`src/hw/rtl/etg_pkg.sv`:
```
package etg_pkg;

   localparam int FRAC_BITS  = 16;
   localparam int TIME_WIDTH = 24;

   localparam int OP_W    = 2;
   localparam int POS_W   = 32;
   localparam int DUR_W   = 24;
   localparam int CURVE_W = 3;

   // span of two positions, and the shared multiplier operands
   localparam int SPAN_W  = POS_W + 1;
   localparam int FACT_W  = FRAC_BITS + 1;
   localparam int MUL_B_W = FACT_W + 1;
   localparam int PROD_W  = SPAN_W + MUL_B_W;
   localparam int CNT_W   = $clog2(FRAC_BITS);

   localparam logic [OP_W-1:0] OP_SET   = 2'd0;
   localparam logic [OP_W-1:0] OP_START = 2'd1;
   localparam logic [OP_W-1:0] OP_TICK  = 2'd2;

   localparam logic [CURVE_W-1:0] CURVE_LINEAR    = 3'd0;
   localparam logic [CURVE_W-1:0] CURVE_EASE_IN   = 3'd1;
   localparam logic [CURVE_W-1:0] CURVE_EASE_OUT  = 3'd2;
   localparam logic [CURVE_W-1:0] CURVE_IN_OUT    = 3'd3;
   localparam logic [CURVE_W-1:0] CURVE_SUPER_OUT = 3'd4;

   localparam logic [FACT_W-1:0]    ONE_Q  = FACT_W'(1) << FRAC_BITS;
   localparam logic [FRAC_BITS-1:0] HALF_Q = FRAC_BITS'(1) << (FRAC_BITS - 1);
   localparam logic [PROD_W-1:0]    ROUND_Q = PROD_W'(1) << (FRAC_BITS - 1);

   localparam logic [TIME_WIDTH-1:0] TIME_MAX = {TIME_WIDTH{1'b1}};

   localparam int CLAMP_W = ((DUR_W > TIME_WIDTH) ? DUR_W : TIME_WIDTH) + 1;
   localparam logic [CLAMP_W-1:0] TIME_MAX_W =
      {{(CLAMP_W - TIME_WIDTH){1'b0}}, {TIME_WIDTH{1'b1}}};

   typedef enum logic [3:0] {
      ST_IDLE,
      ST_DIVIDE,
      ST_SQUARE,
      ST_SQUARE2,
      ST_TIMES_P,
      ST_FACTOR,
      ST_SCALE,
      ST_FINISH,
      ST_RESPOND
   } state_type;

   function automatic logic [TIME_WIDTH-1:0] clamp_time(input logic [DUR_W-1:0] v);
      logic [CLAMP_W-1:0] wide;
      wide = CLAMP_W'(v);
      if (wide > TIME_MAX_W) return TIME_MAX;
      return wide[TIME_WIDTH-1:0];
   endfunction

endpackage

```
`src/hw/rtl/easing_tween_generator.sv`:
```
// set and start items: result valid 1 cycle after the item is accepted
// tick items: 1 cycle when the target is reached, else 21 to 23 cycles,
// set by the 16-step restoring divider plus up to 4 passes through the one multiplier
// one item in flight at a time; a new item is taken once the result has been taken
// synchronous active-high reset clears position, target, curve and tick counters to zero
module easing_tween_generator (
   input  logic                                clock,
   input  logic                                reset,
   input  logic                                req_valid,
   output logic                                req_ready,
   input  logic [etg_pkg::OP_W-1:0]            req_operation,
   input  logic signed [etg_pkg::POS_W-1:0]    req_target_value,
   input  logic [etg_pkg::DUR_W-1:0]           req_duration_ticks,
   input  logic [etg_pkg::CURVE_W-1:0]         req_curve,
   input  logic [etg_pkg::DUR_W-1:0]           req_time_step,
   output logic                                rsp_valid,
   input  logic                                rsp_ready,
   output logic signed [etg_pkg::POS_W-1:0]    rsp_position,
   output logic                                rsp_finished
);
   import etg_pkg::*;

   state_type state_ff, state_in;

   logic signed [POS_W-1:0]  start_ff, start_in;
   logic signed [POS_W-1:0]  end_ff, end_in;
   logic signed [POS_W-1:0]  cur_ff, cur_in;
   logic [CURVE_W-1:0]       curve_ff, curve_in;
   logic [TIME_WIDTH-1:0]    elapsed_ff, elapsed_in;
   logic [TIME_WIDTH-1:0]    total_ff, total_in;
   logic [TIME_WIDTH:0]      rem_ff, rem_in;
   logic [FRAC_BITS-1:0]     p_ff, p_in;
   logic [CNT_W-1:0]         cnt_ff, cnt_in;
   logic [FACT_W-1:0]        f_ff, f_in;
   logic signed [SPAN_W-1:0] span_ff, span_in;
   logic signed [SPAN_W-1:0] base_ff, base_in;
   logic signed [SPAN_W-1:0] mul_ff, mul_in;

   logic [TIME_WIDTH:0]      tick_sum;
   logic [TIME_WIDTH-1:0]    tick_elapsed;
   logic [TIME_WIDTH:0]      rem_dbl;
   logic                     quot_bit;
   logic [FACT_W-1:0]        p_wide;
   logic [FACT_W-1:0]        q_val;
   logic [FACT_W-1:0]        t_val;
   logic [FACT_W-1:0]        t_dbl;
   logic                     late_half;
   logic signed [SPAN_W-1:0] start_w, end_w, mid;

   logic signed [SPAN_W-1:0]  mul_a;
   logic signed [MUL_B_W-1:0] mul_b;
   logic signed [PROD_W-1:0]  product;
   logic signed [PROD_W-1:0]  rounded;

   assign req_ready    = (state_ff == ST_IDLE);
   assign rsp_valid    = (state_ff == ST_RESPOND);
   assign rsp_position = cur_ff;
   assign rsp_finished = (cur_ff == end_ff);

   assign tick_sum     = {1'b0, elapsed_ff} + {1'b0, clamp_time(req_time_step)};
   assign tick_elapsed = tick_sum[TIME_WIDTH] ? TIME_MAX : tick_sum[TIME_WIDTH-1:0];

   assign rem_dbl  = {rem_ff[TIME_WIDTH-1:0], 1'b0};
   assign quot_bit = (rem_dbl >= {1'b0, total_ff});

   assign p_wide    = {1'b0, p_ff};
   assign q_val     = ONE_Q - p_wide;
   assign t_val     = mul_ff[FACT_W-1:0];
   assign t_dbl     = {t_val[FACT_W-2:0], 1'b0};
   assign late_half = (p_ff > HALF_Q);

   assign start_w = SPAN_W'(start_ff);
   assign end_w   = SPAN_W'(end_ff);
   assign mid     = (start_w + end_w) >>> 1;

   // shared multiplier, rounded half up back to the fraction grid
   assign product = mul_a * mul_b;
   assign rounded = (product + $signed(ROUND_Q)) >>> FRAC_BITS;

   always_ff @(posedge clock) begin
      if (reset) begin
         state_ff <= ST_IDLE;
      end else begin
         state_ff <= state_in;
      end
   end

   always_ff @(posedge clock) begin
      if (reset) begin
         start_ff   <= '0;
         end_ff     <= '0;
         cur_ff     <= '0;
         curve_ff   <= CURVE_LINEAR;
         elapsed_ff <= '0;
         total_ff   <= '0;
      end else begin
         start_ff   <= start_in;
         end_ff     <= end_in;
         cur_ff     <= cur_in;
         curve_ff   <= curve_in;
         elapsed_ff <= elapsed_in;
         total_ff   <= total_in;
      end
      rem_ff  <= rem_in;
      p_ff    <= p_in;
      cnt_ff  <= cnt_in;
      f_ff    <= f_in;
      span_ff <= span_in;
      base_ff <= base_in;
      mul_ff  <= mul_in;
   end

   always_comb begin
      state_in   = state_ff;
      start_in   = start_ff;
      end_in     = end_ff;
      cur_in     = cur_ff;
      curve_in   = curve_ff;
      elapsed_in = elapsed_ff;
      total_in   = total_ff;
      rem_in     = rem_ff;
      p_in       = p_ff;
      cnt_in     = cnt_ff;
      f_in       = f_ff;
      span_in    = span_ff;
      base_in    = base_ff;
      mul_in     = mul_ff;
      mul_a      = SPAN_W'($signed({1'b0, p_wide}));
      mul_b      = $signed({1'b0, p_wide});

      case (state_ff)
         ST_IDLE: begin
            if (req_valid) begin
               state_in = ST_RESPOND;
               case (req_operation)
                  OP_SET: begin
                     start_in   = req_target_value;
                     end_in     = req_target_value;
                     cur_in     = req_target_value;
                     curve_in   = CURVE_LINEAR;
                     elapsed_in = '0;
                     total_in   = '0;
                  end
                  OP_START: begin
                     curve_in   = req_curve;
                     start_in   = cur_ff;
                     end_in     = req_target_value;
                     elapsed_in = '0;
                     total_in   = clamp_time(req_duration_ticks);
                  end
                  OP_TICK: begin
                     elapsed_in = tick_elapsed;
                     if (tick_elapsed >= total_ff) begin
                        cur_in = end_ff;
                     end else begin
                        rem_in   = {1'b0, tick_elapsed};
                        cnt_in   = CNT_W'(FRAC_BITS - 1);
                        state_in = ST_DIVIDE;
                     end
                  end
                  default: begin
                  end
               endcase
            end
         end
         // one quotient bit of elapsed / total per cycle
         ST_DIVIDE: begin
            rem_in = quot_bit ? (rem_dbl - {1'b0, total_ff}) : rem_dbl;
            p_in   = {p_ff[FRAC_BITS-2:0], quot_bit};
            cnt_in = cnt_ff - 1'b1;
            if (cnt_ff == '0) state_in = ST_SQUARE;
         end
         ST_SQUARE: begin
            if (curve_ff == CURVE_EASE_OUT || (curve_ff == CURVE_IN_OUT && late_half)) begin
               mul_a = SPAN_W'($signed({1'b0, q_val}));
               mul_b = $signed({1'b0, q_val});
            end
            mul_in = rounded[SPAN_W-1:0];
            if (curve_ff == CURVE_EASE_OUT || (curve_ff == CURVE_SUPER_OUT && late_half))
               state_in = ST_SQUARE2;
            else
               state_in = ST_FACTOR;
         end
         ST_SQUARE2: begin
            mul_a  = SPAN_W'($signed({1'b0, t_val}));
            mul_b  = $signed({1'b0, t_val});
            mul_in = rounded[SPAN_W-1:0];
            state_in = (curve_ff == CURVE_SUPER_OUT) ? ST_TIMES_P : ST_FACTOR;
         end
         ST_TIMES_P: begin
            mul_a    = SPAN_W'($signed({1'b0, t_val}));
            mul_in   = rounded[SPAN_W-1:0];
            state_in = ST_FACTOR;
         end
         ST_FACTOR: begin
            base_in = start_w;
            span_in = end_w - start_w;
            case (curve_ff)
               CURVE_EASE_IN:  f_in = t_val;
               CURVE_EASE_OUT: f_in = ONE_Q - t_val;
               CURVE_IN_OUT:   f_in = late_half ? (ONE_Q - t_dbl) : t_dbl;
               CURVE_SUPER_OUT: begin
                  if (late_half) begin
                     // second half restarts from the midpoint
                     f_in    = t_val;
                     base_in = mid;
                     span_in = end_w - mid;
                  end else begin
                     f_in = p_wide;
                  end
               end
               default: f_in = p_wide;
            endcase
            state_in = ST_SCALE;
         end
         ST_SCALE: begin
            mul_a    = span_ff;
            mul_b    = $signed({1'b0, f_ff});
            mul_in   = rounded[SPAN_W-1:0];
            state_in = ST_FINISH;
         end
         ST_FINISH: begin
            cur_in   = POS_W'(base_ff + mul_ff);
            state_in = ST_RESPOND;
         end
         ST_RESPOND: begin
            if (rsp_ready) state_in = ST_IDLE;
         end
         default: state_in = ST_IDLE;
      endcase
   end

endmodule

```
`config.mk`:
```
export PLATFORM = sky130hd
export DESIGN_NAME = easing_tween_generator
export DESIGN_NICKNAME = d
export VERILOG_FILES = /design/src/hw/rtl/etg_pkg.sv /design/src/hw/rtl/easing_tween_generator.sv
export SDC_FILE = /design/constraint.sdc
export NUM_CORES = 2
export LEC_CHECK = 0
export ABC_AREA = 1
export BUFFER_PORTS_ARGS = -buffer_cell sky130_fd_sc_hd__buf_2
export CAP_MARGIN = 5
export CORE_MARGIN = 2
export CORE_UTILIZATION = 45
export DETAILED_ROUTE_END_ITERATION = 7
export GPL_TIMING_DRIVEN = 0
export PLACE_DENSITY = 0.62
export SYNTH_ARGS = -nofsm -noshare
export SYNTH_HDL_FRONTEND = slang
export SYNTH_SLANG_ARGS = --single-unit
```
`constraint.sdc`:
```
create_clock -name clock -period 12 [get_ports clock]
set_input_delay 1.2 -clock clock [delete_from_list [all_inputs] [get_ports clock]]
set_output_delay 1.2 -clock clock [all_outputs]
set_load 0.02 [all_outputs]
```
==> run_summary.xml <==
<?xml version="1.0" encoding="UTF-8"?>
<metrics>
  <group name="timing">
    <metric name="max_freq" unit="MHz">108.1</metric>
    <metric name="clock_skew" unit="ns">0.03375</metric>
    <metric name="rsz_0062_raised_after_global_routing" unit="">false</metric>
    <metric name="finalCritPeriodShare" unit="">0.7710</metric>
    <metric name="timing.final.crit_period" unit="ns">9.252</metric>
    <metric name="hold_viol_final" unit="">0</metric>
    <metric name="final.setup.tns" unit="ns">0</metric>
    <metric name="slew_viol_final" unit="">7</metric>
    <metric name="setup_viol" unit="">0</metric>
    <metric name="timing_worst_slew_pin_value" unit="ns">1.552</metric>
    <metric name="worst_slew_slack_as_a_fraction_of_its_limit" unit="">-0.03481</metric>
  </group>
  <group name="cts">
    <metric name="cts-buffers-inserted" unit="">36</metric>
    <metric name="cts-root-buf" unit="">sky130_fd_sc_hd__clkbuf_16</metric>
    <metric name="htree_num_levels" unit="">2</metric>
    <metric name="cts_post_setup_buffers_inserted" unit="">0</metric>
    <metric name="tritoncts_num_sinks" unit="">309</metric>
    <metric name="clk-insertion-delay-late" unit="ns">0.57</metric>
    <metric name="cts_hold_buf" unit="">0</metric>
    <metric name="clkTransAtPathRegs" unit="ns">0.06</metric>
    <metric name="cts.path.max_buffers" unit="">3</metric>
    <metric name="cts_resized" unit="">0</metric>
    <metric name="cts_tree" unit="">built</metric>
  </group>
  <group name="power_and_ir_drop">
    <metric name="power.ir.vdd_worst" unit="V">0.0002153</metric>
    <metric name="static-leakage-power" unit="nW">22.62</metric>
    <metric name="p_per_area" unit="mW/mm²">151.7</metric>
  </group>
  <group name="critical_path">
    <metric name="critPathLaunchType" unit="">register</metric>
    <metric name="critical_path.max_stage_delay" unit="ns">0.75</metric>
    <metric name="setup.worst_path.class" unit="">reg2reg</metric>
    <metric name="reg2reg_depth" unit="">30</metric>
    <metric name="end_kind" unit="">register</metric>
    <metric name="timing.reg2reg.setup_slack" unit="ns">2.75</metric>
    <metric name="crit_path_top_delay_cell" unit="">sky130_fd_sc_hd__fa_1</metric>
    <metric name="regToRegEndpoint" unit="">mul_ff[31]</metric>
    <metric name="crit-reg2reg-launch" unit="">p_ff[1]</metric>
    <metric name="crit_arrival" unit="ns">9.54</metric>
    <metric name="worst_path_required" unit="ns">12.29</metric>
    <metric name="cp_max_fo" unit="">10</metric>
  </group>
  <group name="cells_and_area">
    <metric name="fillCellCount" unit="">9824</metric>
    <metric name="layout.area.seq" unit="mm²">0.007767</metric>
    <metric name="finish.utilization" unit="">0.4901</metric>
    <metric name="multi_input_comb_area" unit="mm²">0.03093</metric>
    <metric name="share_of_post_route_cells_with_drive_strength_above_1" unit="">0.05374</metric>
    <metric name="finalNetCount" unit="">6956</metric>
    <metric name="antennaDiodeCount" unit="">0</metric>
    <metric name="area_growth_syn_to_fin" unit="%">8.193</metric>
  </group>
  <group name="drt">
    <metric name="wl_per_cell" unit="µm">21.47</metric>
    <metric name="drt_iter0_markers" unit="">3472</metric>
    <metric name="firstDrtPassIters" unit="">6</metric>
    <metric name="num_vias" unit="">40380</metric>
    <metric name="viasPerCell" unit="">5.528</metric>
    <metric name="detail_route.wirelength" unit="µm">156800</metric>
    <metric name="detail-route-antenna-nets" unit="">0</metric>
    <metric name="drc" unit="">0</metric>
  </group>
  <group name="logic_synthesis">
    <metric name="synth.lib_cells_used.distinct" unit="">69</metric>
    <metric name="synth_area" unit="mm²">0.04367</metric>
    <metric name="async_s_r_ff_share_synth" unit="">0</metric>
    <metric name="post_synth.cell_area_avg" unit="µm²">7.495</metric>
    <metric name="yosys.area.top_type" unit="">sky130_fd_sc_hd__fa_1</metric>
    <metric name="synth.net_count" unit="">6782</metric>
    <metric name="post-synth-top-area-fraction" unit="">0.2388</metric>
    <metric name="synth_ff_type" unit="">sky130_fd_sc_hd__edfxtp_1</metric>
    <metric name="number_of_warnings_printed_during_yosys_synthesis" unit="">0</metric>
    <metric name="synth_instances" unit="">5827</metric>
    <metric name="ys_seq_area_frac" unit="">0.1778</metric>
    <metric name="synth_area_leaders" unit="">sky130_fd_sc_hd__fa_1 24%, sky130_fd_sc_hd__edfxtp_1 11%, sky130_fd_sc_hd__ha_1 9.9%, sky130_fd_sc_hd__inv_1 9.3%, sky130_fd_sc_hd__nand2_1 8.6%</metric>
    <metric name="postSynthRegisterBits" unit="">309</metric>
    <metric name="synth_enable_flop_cells" unit="">158</metric>
  </group>
  <group name="global_route">
    <metric name="gr_ovfl_total" unit="">0</metric>
    <metric name="grt_antenna_before_repair" unit="">0</metric>
    <metric name="grt_pass1_vias" unit="">40630</metric>
    <metric name="grt_usage" unit="">0.3163</metric>
    <metric name="grt_first_pass_wirelength" unit="µm">239300</metric>
    <metric name="grt_max_degree" unit="">39</metric>
  </group>
  <group name="run_status">
    <metric name="outcome" unit="">finished, violations left</metric>
    <metric name="failed_checks" unit="">slew limit</metric>
  </group>
  <group name="floorplanning">
    <metric name="floorplan.die_area" unit="mm²">0.09956</metric>
    <metric name="die_height" unit="µm">315.5</metric>
    <metric name="design.portCount" unit="">124</metric>
    <metric name="start_util" unit="">0.4529</metric>
    <metric name="fp-row-count" unit="">114</metric>
    <metric name="placeableCoreArea" unit="mm²">0.09642</metric>
    <metric name="floorplan.die.width" unit="µm">315.5</metric>
  </group>
  <group name="min_path">
    <metric name="holdCritStartpoint" unit="">p_ff[11]</metric>
    <metric name="timing.hold.worst.class" unit="">reg2reg</metric>
    <metric name="min_path_cells" unit="">0</metric>
    <metric name="whs_endpoint" unit="">p_ff[12]</metric>
  </group>
  <group name="job">
    <metric name="max_cap_check_violation_count" unit="">0</metric>
  </group>
  <group name="place">
    <metric name="dp_hpwl" unit="µm">132200</metric>
    <metric name="finalWeightedCongestion" unit="">1.007</metric>
    <metric name="place.port_buffers" unit="">123</metric>
  </group>
</metrics>
sequential cells by signal, summed over array words and instances (netlist names):
register      count
span_ff          33
base_ff          32
end_ff           32
mul_ff           32
rsp_position     32
start_ff         32
elapsed_ff       24
rem_ff           24
total_ff         24
f_ff             17
p_ff             16
cnt_ff            4
state_ff          4
curve_ff          3
layout by cell type, fill, tap and decap left out, types with 6 or more instances in the layout:
cell / Yosys / final
sky130_fd_sc_hd__a211oi_1: 7 / 7
sky130_fd_sc_hd__buf_1: 7 / 7
sky130_fd_sc_hd__clkinv_2: 2 / 7
sky130_fd_sc_hd__a21oi_1: 499 / 499
sky130_fd_sc_hd__o21bai_1: 22 / 22
sky130_fd_sc_hd__clkbuf_16: 0 / 37
sky130_fd_sc_hd__nand3_1: 141 / 141
sky130_fd_sc_hd__or2_2: 17 / 17
sky130_fd_sc_hd__o21a_1: 13 / 13
sky130_fd_sc_hd__nor2_1: 675 / 675
sky130_fd_sc_hd__a21o_1: 19 / 19
sky130_fd_sc_hd__inv_2: 17 / 17
sky130_fd_sc_hd__nor4_1: 20 / 19
sky130_fd_sc_hd__o211ai_1: 17 / 17
sky130_fd_sc_hd__xor2_1: 122 / 122
sky130_fd_sc_hd__nand2_1: 1000 / 1000
sky130_fd_sc_hd__inv_1: 1083 / 1083
sky130_fd_sc_hd__buf_6: 1 / 7
sky130_fd_sc_hd__fa_1: 521 / 521
sky130_fd_sc_hd__dfxtp_1: 151 / 151
sky130_fd_sc_hd__a221oi_1: 33 / 33
sky130_fd_sc_hd__o21ai_0: 403 / 403
sky130_fd_sc_hd__o21ai_2: 9 / 9
sky130_fd_sc_hd__nand3b_1: 7 / 7
sky130_fd_sc_hd__clkbuf_1: 152 / 159
sky130_fd_sc_hd__xnor2_1: 33 / 33
sky130_fd_sc_hd__a22oi_1: 23 / 23
sky130_fd_sc_hd__nor3_1: 51 / 50
sky130_fd_sc_hd__ha_1: 345 / 345
sky130_fd_sc_hd__clkinv_1: 8 / 9
sky130_fd_sc_hd__clkbuf_8: 0 / 6
sky130_fd_sc_hd__a31oi_1: 88 / 88
sky130_fd_sc_hd__nand2_2: 6 / 6
sky130_fd_sc_hd__o2111ai_1: 12 / 12
sky130_fd_sc_hd__nand4_1: 35 / 35
sky130_fd_sc_hd__o21ai_1: 13 / 13
sky130_fd_sc_hd__o22ai_1: 12 / 12
sky130_fd_sc_hd__edfxtp_1: 158 / 158
sky130_fd_sc_hd__buf_2: 40 / 163
worst max-delay path by stage:
stage	start	slack [ns]	cells past startpoint	to
finish	p_ff[1]	2.75	30	mul_ff[31]
global route	p_ff[1]	2.35	30	mul_ff[31]
CTS	p_ff[1]	2.84	30	mul_ff[31]
detailed placement	p_ff[1]	2.93	30	mul_ff[31]
global placement	req_time_step[3]	2.24	22	rem_ff[12]
floorplan	state_ff[2]	4.53	34	mul_ff[20]
worst max-delay path, delay by kind of cell, from the launching register on:
kind / cells / cell delay, ns
buffers and inverters: 7 / 1.45
DFF: 1 / 0.44
adders and majority gates: 8 / 4.08
AOI/OAI and AO/OA: 1 / 0.41
and+or+nand+nor: 14 / 2.56
cells by family after synthesis:
kind of cell	synth area share
fa+ha+maj	0.3376
buf+inv	0.1143
simple gates	0.1843
xor+xnor	0.03108
flops	0.1778
mux	0.0002292
compound gates	0.1546
power by group:
part | internal [W] | switching [W] | leakage, nW | total (W)
logic | 0.00151 | 0.00313 | 19.4 | 0.00464
registers | 0.00130 | 0.0000913 | 2.67 | 0.00139
clock network | 0.000672 | 0.000471 | 0.586 | 0.00114
total | 0.00347 | 0.00369 | 22.6 | 0.00717
cell usage after synthesis (17+ instances only):
| cell type | count |
|---|---|
| sky130_fd_sc_hd__a21o_1 | 19 |
| sky130_fd_sc_hd__a21oi_1 | 499 |
| sky130_fd_sc_hd__a221oi_1 | 33 |
| sky130_fd_sc_hd__a22oi_1 | 23 |
| sky130_fd_sc_hd__a31oi_1 | 88 |
| sky130_fd_sc_hd__buf_2 | 40 |
| sky130_fd_sc_hd__clkbuf_1 | 152 |
| sky130_fd_sc_hd__dfxtp_1 | 151 |
| sky130_fd_sc_hd__edfxtp_1 | 158 |
| sky130_fd_sc_hd__fa_1 | 521 |
| sky130_fd_sc_hd__ha_1 | 345 |
| sky130_fd_sc_hd__inv_1 | 1083 |
| sky130_fd_sc_hd__inv_2 | 17 |
| sky130_fd_sc_hd__nand2_1 | 1000 |
| sky130_fd_sc_hd__nand3_1 | 141 |
| sky130_fd_sc_hd__nand4_1 | 35 |
| sky130_fd_sc_hd__nor2_1 | 675 |
| sky130_fd_sc_hd__nor3_1 | 51 |
| sky130_fd_sc_hd__nor4_1 | 20 |
| sky130_fd_sc_hd__o211ai_1 | 17 |
| sky130_fd_sc_hd__o21ai_0 | 403 |
| sky130_fd_sc_hd__o21bai_1 | 22 |
| sky130_fd_sc_hd__or2_2 | 17 |
| sky130_fd_sc_hd__xnor2_1 | 33 |
| sky130_fd_sc_hd__xor2_1 | 122 |
layout make-up:
class,count,share of cell area
Buffer,201,0.01729
Clock buffer,51,0.02198
Clock inverter,15,0.003548
Inverter,1111,0.08836
Multi-Input combinational cell,4206,0.6545
Sequential cell,309,0.1644
Tap cell,1276,0.03379
Timing Repair Buffer,136,0.01615
layer usage:
metal	part of all wire	vias up	track usage	wire, µm
met2	0.45	1770	0.5160	71250
met1	0.42	19290	0.4204	65560
met5	0	-	0	0
met4	0.051	0	0.1410	7976
li1	-	18990	-	-
met3	0.077	331	0.04178	12040
metrics by stage:
step	worst slack, ns	cell area [µm²]	cells	hold WS (ns)	total power, W
floorplan	4.529	43670	5827	0.4206	0.004391
global placement	2.239	45890	7226	0.4269	0.005926
detailed placement	2.926	46050	7239	0.4263	0.005908
CTS	2.841	47250	7305	0.4410	0.007121
global route	2.348	47250	7305	0.4513	0.007761
finish	2.748	47250	7305	0.4432	0.007170
Power figures use the tool's default switching activity.
